File: src/lsrd_pkg.sv
`timescale 1ns / 1ps
// Shared constants and widths for the scan response decoder.
package lsrd_pkg;

   // Scan capacity in points
   localparam int MAX_POINTS = 2048;

   localparam int ByteWidth        = 8;
   localparam int DistWidth        = 18;
   localparam int IndexWidth       = 11;
   localparam int DigitWidth       = 6;
   localparam int GroupWidth       = 12;
   localparam int LineLenWidth     = 7;
   localparam int LineNumWidth     = 2;
   localparam int StatusWidth      = 24;
   localparam int GroupCountWidth  = 2;
   localparam int PointCountWidth  = $clog2(MAX_POINTS + 1);
   localparam int CountExtWidth    = (PointCountWidth > IndexWidth) ? PointCountWidth
                                                                     : IndexWidth;

   localparam logic [ByteWidth-1:0]       LF_CHAR           = 8'h0A;
   localparam logic [ByteWidth-1:0]       DIGIT_BASE        = 8'h30;
   localparam logic [StatusWidth-1:0]     STATUS_OK_TEXT    = 24'h303050;  // "00P"
   localparam logic [StatusWidth-1:0]     STATUS_RETRY_TEXT = 24'h313051;  // "10Q"
   localparam logic [LineLenWidth-1:0]    LINE_LEN_MAX      = 7'd127;
   localparam logic [LineLenWidth-1:0]    STATUS_LEN        = 7'd3;
   localparam logic [IndexWidth-1:0]      INDEX_MAX         = 11'd2047;

   // Line roles
   localparam logic [LineNumWidth-1:0]    LINE_ECHO      = 2'd0;
   localparam logic [LineNumWidth-1:0]    LINE_STATUS    = 2'd1;
   localparam logic [LineNumWidth-1:0]    LINE_TIMESTAMP = 2'd2;
   localparam logic [LineNumWidth-1:0]    LINE_DATA      = 2'd3;

   localparam logic [GroupCountWidth-1:0] GROUP_LAST_DIGIT = 2'd2;

endpackage

File: src/lsrd_if.sv
`timescale 1ns / 1ps
// Valid/ready channel interfaces for reply bytes and decoded points.
interface lsrd_req_if
   import lsrd_pkg::*;
   ();
   logic                 valid;
   logic                 ready;
   logic [ByteWidth-1:0] rx_byte;

   modport source (output valid, output rx_byte, input ready);
   modport sink   (input valid, input rx_byte, output ready);
endinterface

interface lsrd_rsp_if
   import lsrd_pkg::*;
   ();
   logic                  valid;
   logic                  ready;
   logic [DistWidth-1:0]  distance;
   logic [IndexWidth-1:0] point_index;
   logic                  last;
   logic                  status_ok;
   logic                  retry_request;
   logic                  length_error;

   modport source (output valid, output distance, output point_index, output last,
                   output status_ok, output retry_request, output length_error,
                   input ready);
   modport sink   (input valid, input distance, input point_index, input last,
                   input status_ok, input retry_request, input length_error,
                   output ready);
endinterface

File: src/lidar_scan_response_decoder_top.sv
`timescale 1ns / 1ps
// Range-finder reply decoder: byte stream in, range points and end-of-reply beat out.
//
// Takes one reply byte per beat on req_ch and returns decoded range points on rsp_ch.
// Line 0 (echo) and line 2 (timestamp) are skipped, line 1 is kept as status, and
// every later line is data whose last character (checksum) is dropped unchecked.
// Data characters are joined across lines; each three give an 18-bit distance,
// sent with its point index. Points beyond MAX_POINTS are dropped and flagged.
// A blank line ends the reply: a last beat carries the point count (capped at
// 2047), status_ok for "00P", retry_request for "10Q" and length_error for a
// leftover partial group or overflow; the decoder then starts afresh.
// Throughput is one byte per clock. A byte is decoded in the cycle it is taken
// and any result sits in the output register from the next cycle; req_ch is ready
// whenever that register is empty or being drained on the same edge, so the
// only stall comes from back-pressure on rsp_ch.
module lidar_scan_response_decoder_top
   import lsrd_pkg::*;
(
   input  logic      clock,
   input  logic      reset,
   lsrd_req_if.sink  req_ch,
   lsrd_rsp_if.source rsp_ch
);

   // Parse state
   logic [LineNumWidth-1:0]    line_num_ff,    line_num_in;
   logic [LineLenWidth-1:0]    line_len_ff,    line_len_in;
   logic [ByteWidth-1:0]       held_char_ff,   held_char_in;
   logic                       held_valid_ff,  held_valid_in;
   logic [StatusWidth-1:0]     status_ff,      status_in;
   logic [GroupCountWidth-1:0] group_cnt_ff,   group_cnt_in;
   logic [GroupWidth-1:0]      group_val_ff,   group_val_in;
   logic [PointCountWidth-1:0] point_cnt_ff,   point_cnt_in;
   logic                       overflowed_ff,  overflowed_in;

   // Output register
   logic                  rsp_valid_ff,  rsp_valid_in;
   logic [DistWidth-1:0]  rsp_dist_ff,   rsp_dist_in;
   logic [IndexWidth-1:0] rsp_index_ff,  rsp_index_in;
   logic                  rsp_last_ff,   rsp_last_in;
   logic                  rsp_ok_ff,     rsp_ok_in;
   logic                  rsp_retry_ff,  rsp_retry_in;
   logic                  rsp_lerr_ff,   rsp_lerr_in;

   logic                   accept;
   logic                   emit;
   logic [ByteWidth-1:0]   byte_val;
   logic [DigitWidth-1:0]  digit;
   logic [CountExtWidth-1:0] count_ext;
   logic [IndexWidth-1:0]  count_capped;

   // Output register free now or emptied at this edge
   assign req_ch.ready = !rsp_valid_ff || rsp_ch.ready;
   assign accept       = req_ch.valid && req_ch.ready;
   assign byte_val     = req_ch.rx_byte;

   // Digit of the held character, out-of-range values wrap to 6 bits
   assign digit = DigitWidth'(held_char_ff - DIGIT_BASE);

   assign count_ext    = CountExtWidth'(point_cnt_ff);
   assign count_capped = (count_ext > CountExtWidth'(INDEX_MAX)) ? INDEX_MAX
                                                                 : IndexWidth'(point_cnt_ff);

   always_comb begin
      line_num_in   = line_num_ff;
      line_len_in   = line_len_ff;
      held_char_in  = held_char_ff;
      held_valid_in = held_valid_ff;
      status_in     = status_ff;
      group_cnt_in  = group_cnt_ff;
      group_val_in  = group_val_ff;
      point_cnt_in  = point_cnt_ff;
      overflowed_in = overflowed_ff;

      emit          = 1'b0;
      rsp_dist_in   = rsp_dist_ff;
      rsp_index_in  = rsp_index_ff;
      rsp_last_in   = rsp_last_ff;
      rsp_ok_in     = rsp_ok_ff;
      rsp_retry_in  = rsp_retry_ff;
      rsp_lerr_in   = rsp_lerr_ff;

      if (accept) begin
         if (byte_val == LF_CHAR) begin
            if (line_len_ff == '0) begin
               // Blank line: end-of-reply beat, then back to the reset state
               emit          = 1'b1;
               rsp_dist_in   = '0;
               rsp_index_in  = count_capped;
               rsp_last_in   = 1'b1;
               rsp_ok_in     = (status_ff == STATUS_OK_TEXT);
               rsp_retry_in  = (status_ff == STATUS_RETRY_TEXT);
               rsp_lerr_in   = (group_cnt_ff != '0) || overflowed_ff;
               line_num_in   = LINE_ECHO;
               line_len_in   = '0;
               held_char_in  = '0;
               held_valid_in = 1'b0;
               status_in     = '0;
               group_cnt_in  = '0;
               group_val_in  = '0;
               point_cnt_in  = '0;
               overflowed_in = 1'b0;
            end else begin
               if (line_num_ff == LINE_STATUS && line_len_ff != STATUS_LEN) begin
                  status_in = '0;
               end
               // Held char of a data line is its checksum
               if (line_num_ff == LINE_DATA) begin
                  held_valid_in = 1'b0;
               end else begin
                  line_num_in = line_num_ff + 1'b1;
               end
               line_len_in = '0;
            end
         end else begin
            if (line_len_ff != LINE_LEN_MAX) begin
               line_len_in = line_len_ff + 1'b1;
            end
            case (line_num_ff)
               LINE_STATUS: begin
                  status_in = {status_ff[StatusWidth-ByteWidth-1:0], byte_val};
               end
               LINE_DATA: begin
                  if (held_valid_ff) begin
                     if (group_cnt_ff != GROUP_LAST_DIGIT) begin
                        group_val_in = {group_val_ff[GroupWidth-DigitWidth-1:0], digit};
                        group_cnt_in = group_cnt_ff + 1'b1;
                     end else begin
                        group_cnt_in = '0;
                        group_val_in = '0;
                        if (point_cnt_ff < PointCountWidth'(MAX_POINTS)) begin
                           emit         = 1'b1;
                           rsp_dist_in  = {group_val_ff, digit};
                           rsp_index_in = IndexWidth'(point_cnt_ff);
                           rsp_last_in  = 1'b0;
                           rsp_ok_in    = 1'b0;
                           rsp_retry_in = 1'b0;
                           rsp_lerr_in  = 1'b0;
                           point_cnt_in = point_cnt_ff + 1'b1;
                        end else begin
                           overflowed_in = 1'b1;
                        end
                     end
                  end
                  held_char_in  = byte_val;
                  held_valid_in = 1'b1;
               end
               default: begin
                  // Echo and timestamp lines carry nothing
               end
            endcase
         end
      end

      if (emit) begin
         rsp_valid_in = 1'b1;
      end else if (rsp_ch.ready) begin
         rsp_valid_in = 1'b0;
      end else begin
         rsp_valid_in = rsp_valid_ff;
      end
   end

   always_ff @(posedge clock) begin
      if (reset) begin
         line_num_ff   <= LINE_ECHO;
         line_len_ff   <= '0;
         held_char_ff  <= '0;
         held_valid_ff <= 1'b0;
         status_ff     <= '0;
         group_cnt_ff  <= '0;
         group_val_ff  <= '0;
         point_cnt_ff  <= '0;
         overflowed_ff <= 1'b0;
         rsp_valid_ff  <= 1'b0;
      end else begin
         line_num_ff   <= line_num_in;
         line_len_ff   <= line_len_in;
         held_char_ff  <= held_char_in;
         held_valid_ff <= held_valid_in;
         status_ff     <= status_in;
         group_cnt_ff  <= group_cnt_in;
         group_val_ff  <= group_val_in;
         point_cnt_ff  <= point_cnt_in;
         overflowed_ff <= overflowed_in;
         rsp_valid_ff  <= rsp_valid_in;
      end
      // Payload, no reset needed
      rsp_dist_ff  <= rsp_dist_in;
      rsp_index_ff <= rsp_index_in;
      rsp_last_ff  <= rsp_last_in;
      rsp_ok_ff    <= rsp_ok_in;
      rsp_retry_ff <= rsp_retry_in;
      rsp_lerr_ff  <= rsp_lerr_in;
   end

   assign rsp_ch.valid         = rsp_valid_ff;
   assign rsp_ch.distance      = rsp_dist_ff;
   assign rsp_ch.point_index   = rsp_index_ff;
   assign rsp_ch.last          = rsp_last_ff;
   assign rsp_ch.status_ok     = rsp_ok_ff;
   assign rsp_ch.retry_request = rsp_retry_ff;
   assign rsp_ch.length_error  = rsp_lerr_ff;

endmodule

File: src/flat_wrapper.sv
// flat-port wrapper written by rule: the top's interface ports become plain ports
module lidar_scan_response_decoder_top_flat import lsrd_pkg::*;
  (clock, reset, req_ch_valid, req_ch_rx_byte, req_ch_ready, rsp_ch_valid, rsp_ch_distance, rsp_ch_point_index, rsp_ch_last, rsp_ch_status_ok, rsp_ch_retry_request, rsp_ch_length_error, rsp_ch_ready);
  lsrd_req_if req_ch_i ();
  lsrd_rsp_if rsp_ch_i ();
  input  logic clock;
  input  logic reset;
  input wire logic [$bits(req_ch_i.valid)-1:0] req_ch_valid;
  input wire logic [$bits(req_ch_i.rx_byte)-1:0] req_ch_rx_byte;
  output wire logic [$bits(req_ch_i.ready)-1:0] req_ch_ready;
  output wire logic [$bits(rsp_ch_i.valid)-1:0] rsp_ch_valid;
  output wire logic [$bits(rsp_ch_i.distance)-1:0] rsp_ch_distance;
  output wire logic [$bits(rsp_ch_i.point_index)-1:0] rsp_ch_point_index;
  output wire logic [$bits(rsp_ch_i.last)-1:0] rsp_ch_last;
  output wire logic [$bits(rsp_ch_i.status_ok)-1:0] rsp_ch_status_ok;
  output wire logic [$bits(rsp_ch_i.retry_request)-1:0] rsp_ch_retry_request;
  output wire logic [$bits(rsp_ch_i.length_error)-1:0] rsp_ch_length_error;
  input wire logic [$bits(rsp_ch_i.ready)-1:0] rsp_ch_ready;
  assign req_ch_i.valid = req_ch_valid;
  assign req_ch_i.rx_byte = req_ch_rx_byte;
  assign req_ch_ready = req_ch_i.ready;
  assign rsp_ch_valid = rsp_ch_i.valid;
  assign rsp_ch_distance = rsp_ch_i.distance;
  assign rsp_ch_point_index = rsp_ch_i.point_index;
  assign rsp_ch_last = rsp_ch_i.last;
  assign rsp_ch_status_ok = rsp_ch_i.status_ok;
  assign rsp_ch_retry_request = rsp_ch_i.retry_request;
  assign rsp_ch_length_error = rsp_ch_i.length_error;
  assign rsp_ch_i.ready = rsp_ch_ready;
  lidar_scan_response_decoder_top u_core (.clock(clock), .reset(reset), .req_ch(req_ch_i), .rsp_ch(rsp_ch_i));
endmodule
File: config.mk
export PLATFORM = sky130hd
export DESIGN_NAME = lidar_scan_response_decoder_top_flat
export DESIGN_NICKNAME = d
export VERILOG_FILES = /design/src/lsrd_pkg.sv /design/src/lsrd_if.sv /design/src/lidar_scan_response_decoder_top.sv /design/src/flat_wrapper.sv
export SDC_FILE = /design/constraint.sdc
export NUM_CORES = 1
export LEC_CHECK = 0
export BUFFER_PORTS_ARGS = -buffer_cell sky130_fd_sc_hd__buf_2
export CAP_MARGIN = 10
export CORE_MARGIN = 10
export CORE_UTILIZATION = 45
export CTS_BUF_LIST = sky130_fd_sc_hd__clkbuf_8
export DETAILED_ROUTE_END_ITERATION = 6
export GPL_ROUTABILITY_DRIVEN = 0
export SLEW_MARGIN = 0
export SYNTH_ARGS = -nofsm -noshare
export SYNTH_HDL_FRONTEND = slang
export SYNTH_SLANG_ARGS = --single-unit
export TNS_END_PERCENT = 1
File: constraint.sdc
create_clock -name clock -period 9.2 [get_ports clock]
set_input_delay 1.84 -clock clock [delete_from_list [all_inputs] [get_ports clock]]
set_output_delay 1.84 -clock clock [all_outputs]
set_load 0.05 [all_outputs]
# Word-level counts from Yosys, hierarchy flattened
# Index checks and enable logic that the tools add are counted.
# totals
output_inout_bits,35
input_bits,12
register_bits,101
wordCells,128
# classes
n_reduce_logical,22
addsub,5
n_eq_ne,13
n_lt_le_gt_ge,2
muxes,70
# ops
operator,count
12-bit two-way mux,10
18-bit two-way mux,6
24-bit two-way mux,4
11-bit two-way mux,7
"24-bit by 22-bit equality test with 1-bit output, second input constant",2
1-bit two-way mux,31
6-bit two-way mux,3
2-bit nonzero test,8
2-bit two-way mux,7
7-bit two-way mux,2
"12-bit by 1-bit adder with 12-bit output, second input constant",1
"12-bit by 11-bit greater-than comparator with 1-bit output, second input constant",1
"12-bit < comparator, second input constant",1
3-bit AND reduction,4
6-bit AND reduction,2
"8-bit by 4-bit equality test with 1-bit output, second input constant",1
"7-bit by 1-bit adder with 7-bit output, second input constant",1
7-bit logical NOT,1
"7-bit by 2-bit != test with 1-bit output, second input constant",1
"7-bit != test, second input constant",1
"2-bit by 1-bit != test with 1-bit output, second input constant",3
"6-bit subtractor, second input constant",1
"2-bit by 1-bit adder with 2-bit output, second input constant",2
"2-bit != test, second input constant",2
8 further kinds,10

# Longest topological paths before layout
# depth
depth_word,8
ltp_mapped,7
mapped_depth_nobuf,6

# Worst setup path after synthesis
# Ideal clock, no wire load.
# synth_path
kind,in2out
startpoint,input rsp_ch_ready
endpoint,output req_ch_ready
path_stages,2
path_buffers,0
arrival_ns,2.505
required_ns,7.360
path_slack_ns,4.855
path_cell_list,nor2b_1 -> clkinv_1
# synth_between
elab_chain_cells,1
# synth_rtl
element,line,source
from (decl),flat_wrapper.sv:18,input wire logic [$bits(rsp_ch_i.ready)-1:0] rsp_ch_ready;
1-bit logical OR,lidar_scan_response_decoder_top.sv:53,assign req_ch.ready = !rsp_valid_ff || rsp_ch.ready;
to (decl),flat_wrapper.sv:10,output wire logic [$bits(req_ch_i.ready)-1:0] req_ch_ready;
# Every way passes these cells.

# Final worst setup path
# Ends and elaborated chain as after synthesis.

==> impl_metrics.ini <==
[global_route]
grt_pass1_wl_mm = 16.66
grt_pass1_vias = 3450
antenna_found_initial = 0
grt_max_degree = 75
grt_usage_pct = 13.82
grt_overflow_total = 0

[synth]
synthFlopType = dfxtp_1
synthArstFlopShare_pct = 0
synth_top_area_share_pct = 30.16
synth-seq-area-share_pct = 52.12
ys_types = 56
synth_cells = 438
syn-num-nets = 456
synth_warnings = 0
synth_edf_count = 33
synth_area_leaders = dfxtp_1, edfxtp_1, nand2b_1
avgSynthCellArea_sq_um = 10.30
post_synth_instance_area_sq_um = 4513
yosys.area.top_type = dfxtp_1
ys_ff_latch = 101

[power]
p_leak_nw = 1.951
p_per_area_nw_per_um2 = 153.3
finalPower_mw = 0.7744
vdd_drop_max_uv = 65.53

[clocking]
clock-root-buffer = clkbuf_8
worstSkewPairLatency_ns = 0.36
cts_inserted_buffers = 9
cts_buffer_depth = 2
clk_pin_slew_worst_paths_ns = 0.10
htree_levels = 3
cts-hold-fix-buffers = 0
cts.sinks = 101
post_cts_resized = 0
post_cts_buffers = 0
cts_tree = done

[cells_and_area]
final_cell_mix = dfxtp_1, buf_2, nand2b_1
antenna_cells = 0
layout_commonest_cell = dfxtp_1
post-route-cell-area_sq_um = 5050
nets = 493
fillerInstances = 923
syn2layout_area_growth_pct = 11.89
instances_no_fill = 613
drive_above_1_share_pct = 16.25

[run_status]
status = finished clean

[timing]
max_freq_mhz = 219.8
rsz0062_at_grt = no
period_minus_slack_ns = 4.549
maxSlewViolCount = 0
tightest_slew_ns = 0.8535
finalSetupViolCount = 0
relSlewSlack_pct = 42.96
hold_viol_final = 0
fin_worst_skew_ns = 0.01054
holdWs_ns = 0.4723
setup_tns_ns = 0
finalCritPeriodShare_pct = 49.45

[placed_design]
dp.cells = 597
place_area_sq_um = 4847
dp_hpwl_mm = 6.658
portBuffers = 46

[route]
vias_per_cell = 5.577
post_drt_wl_per_cell_um = 16.02
num_vias = 3419
drtIter0Drc = 190
wl_mm = 9.823
firstDrtPassIters = 4
ant_nets = 0
drc = 0

[setup_path]
critical_path.endpoint_type = output pin
worst-endpoint-arrival_ns = 2.71
critical_path.cell_chain = buf_2, nor2b_1, clkinv_1, buf_2
critical_path.max_fanout = 8
cpMostUsedCell = buf_2
cp_num_buf_inv = 3
max_stage_delay_ns = 0.28
crit_slowest_cell = buf_2
cp.required_ns = 7.36
startpoint_type = input port
path_class = input port to output pin
cp_top_family = buffers and inverters

[die]
start_util_pct = 46.17
io_pins = 47
placementRows = 36
dieHeight_um = 120.1
die_area_sq_um = 14430
fp.dieW_um = 120.1
core_sq_um = 9774

[run]
maxCapViolations = 0

[worst_hold_path]
hold_class = flip-flop to flip-flop
flip-flops by register name, summed over array words and instances, names as in the netlist:
signal and count:
u_core.status_ff 24, u_core.rsp_ch.distance 18, u_core.count_ext 12, u_core.group_val_ff 12, u_core.rsp_ch.point_index 11, u_core.line_len_ff 7, u_core.held_char_ff 6, u_core.group_cnt_ff 2
u_core.line_num_ff 2, u_core.held_valid_ff 1, u_core.overflowed_ff 1, u_core.rsp_ch.last 1, u_core.rsp_ch.length_error 1, u_core.rsp_ch.retry_request 1, u_core.rsp_ch.status_ok 1, u_core.rsp_ch.valid 1
cell families after synthesis:
| logic type | synth area share, % |
|---|---|
| simple gates | 23.29 |
| flops | 52.12 |
| compound gates | 14.39 |
| buf+inv | 4.380 |
| mux | 3.576 |
| fa+ha+maj | 1.663 |
| xor+xnor | 0.5823 |
report_power, final:
part	total (mW)	internal (mW)	switching [mW]	leakage (nW)
clock	0.289	0.130	0.159	0.100
sequential	0.459	0.458	0.00115	0.893
combinational	0.0265	0.00934	0.0172	0.958
per-layer routing:
layer / global-route usage (%) / wire (um) / vias to the layer above
li1: - / - / 1704
met1: 17.56 / 4668 / 1640
met2: 22.39 / 4544 / 65
met3: 3.094 / 488 / 10
met4: 5.354 / 121 / 0
met5: 0 / 0 / -
cell type report:
| type | instances | area [sq um] | share of cell area [%] |
|---|---|---|---|
| flip-flops and latches | 101 | 2352 | 46.58 |
| clock buffers | 9 | 123.9 | 2.453 |
| clock inverters | 7 | 78.83 | 1.561 |
| well taps | 133 | 166.4 | 3.295 |
| multi-input cells | 288 | 1971 | 39.02 |
| repair buffers | 51 | 267.8 | 5.302 |
| inverters | 24 | 90.09 | 1.784 |
through the flow:
stage | util, % | worst slack, ns
after floorplan | - | 4.855
after global placement | 49.59 | 4.719
after detailed placement | 49.59 | 4.644
after CTS | 51.66 | 4.647
after global routing | 51.66 | 4.553
final | 51.66 | 4.651
final timing paths:
kind / depth (start not counted) / end / slack (ns) / from
worst max-delay path: 4 / req_ch_ready / 4.65 / rsp_ch_ready
worst min-delay path: 2 / u_core.status_ff[21] / 0.47 / u_core.status_ff[21]
worst max register to register: 4 / u_core.rsp_ch.distance[15] / 6.79 / u_core.line_len_ff[2]
worst min register to register: 2 / u_core.status_ff[21] / 0.47 / u_core.status_ff[21]
worst register-to-register path, cell delays in order (launching register included):
cell and delay [ns]:
dfxtp_1 0.39, nor4_4 0.51, nand4_2 0.35, a21oi_4 0.33, buf_4 0.46
Yosys cell counts (5+ instances only):
library cell  count
a211oi_1          5
a21o_1            9
a21oi_1          12
a31oi_1           6
buf_2             8
clkbuf_1         16
dfxtp_1          68
edfxtp_1         33
ha_1              6
inv_1            22
mux2i_1          15
nand2_1          10
nand2b_1         44
nand3_1          15
nand4_1          12
nor2_1           26
nor2b_1          11
nor3_1            6
nor4_1           12
o21ai_0           7
o21ai_1          12
o31ai_1           5
o32ai_1          13
(Power assumes the default switching activity.)
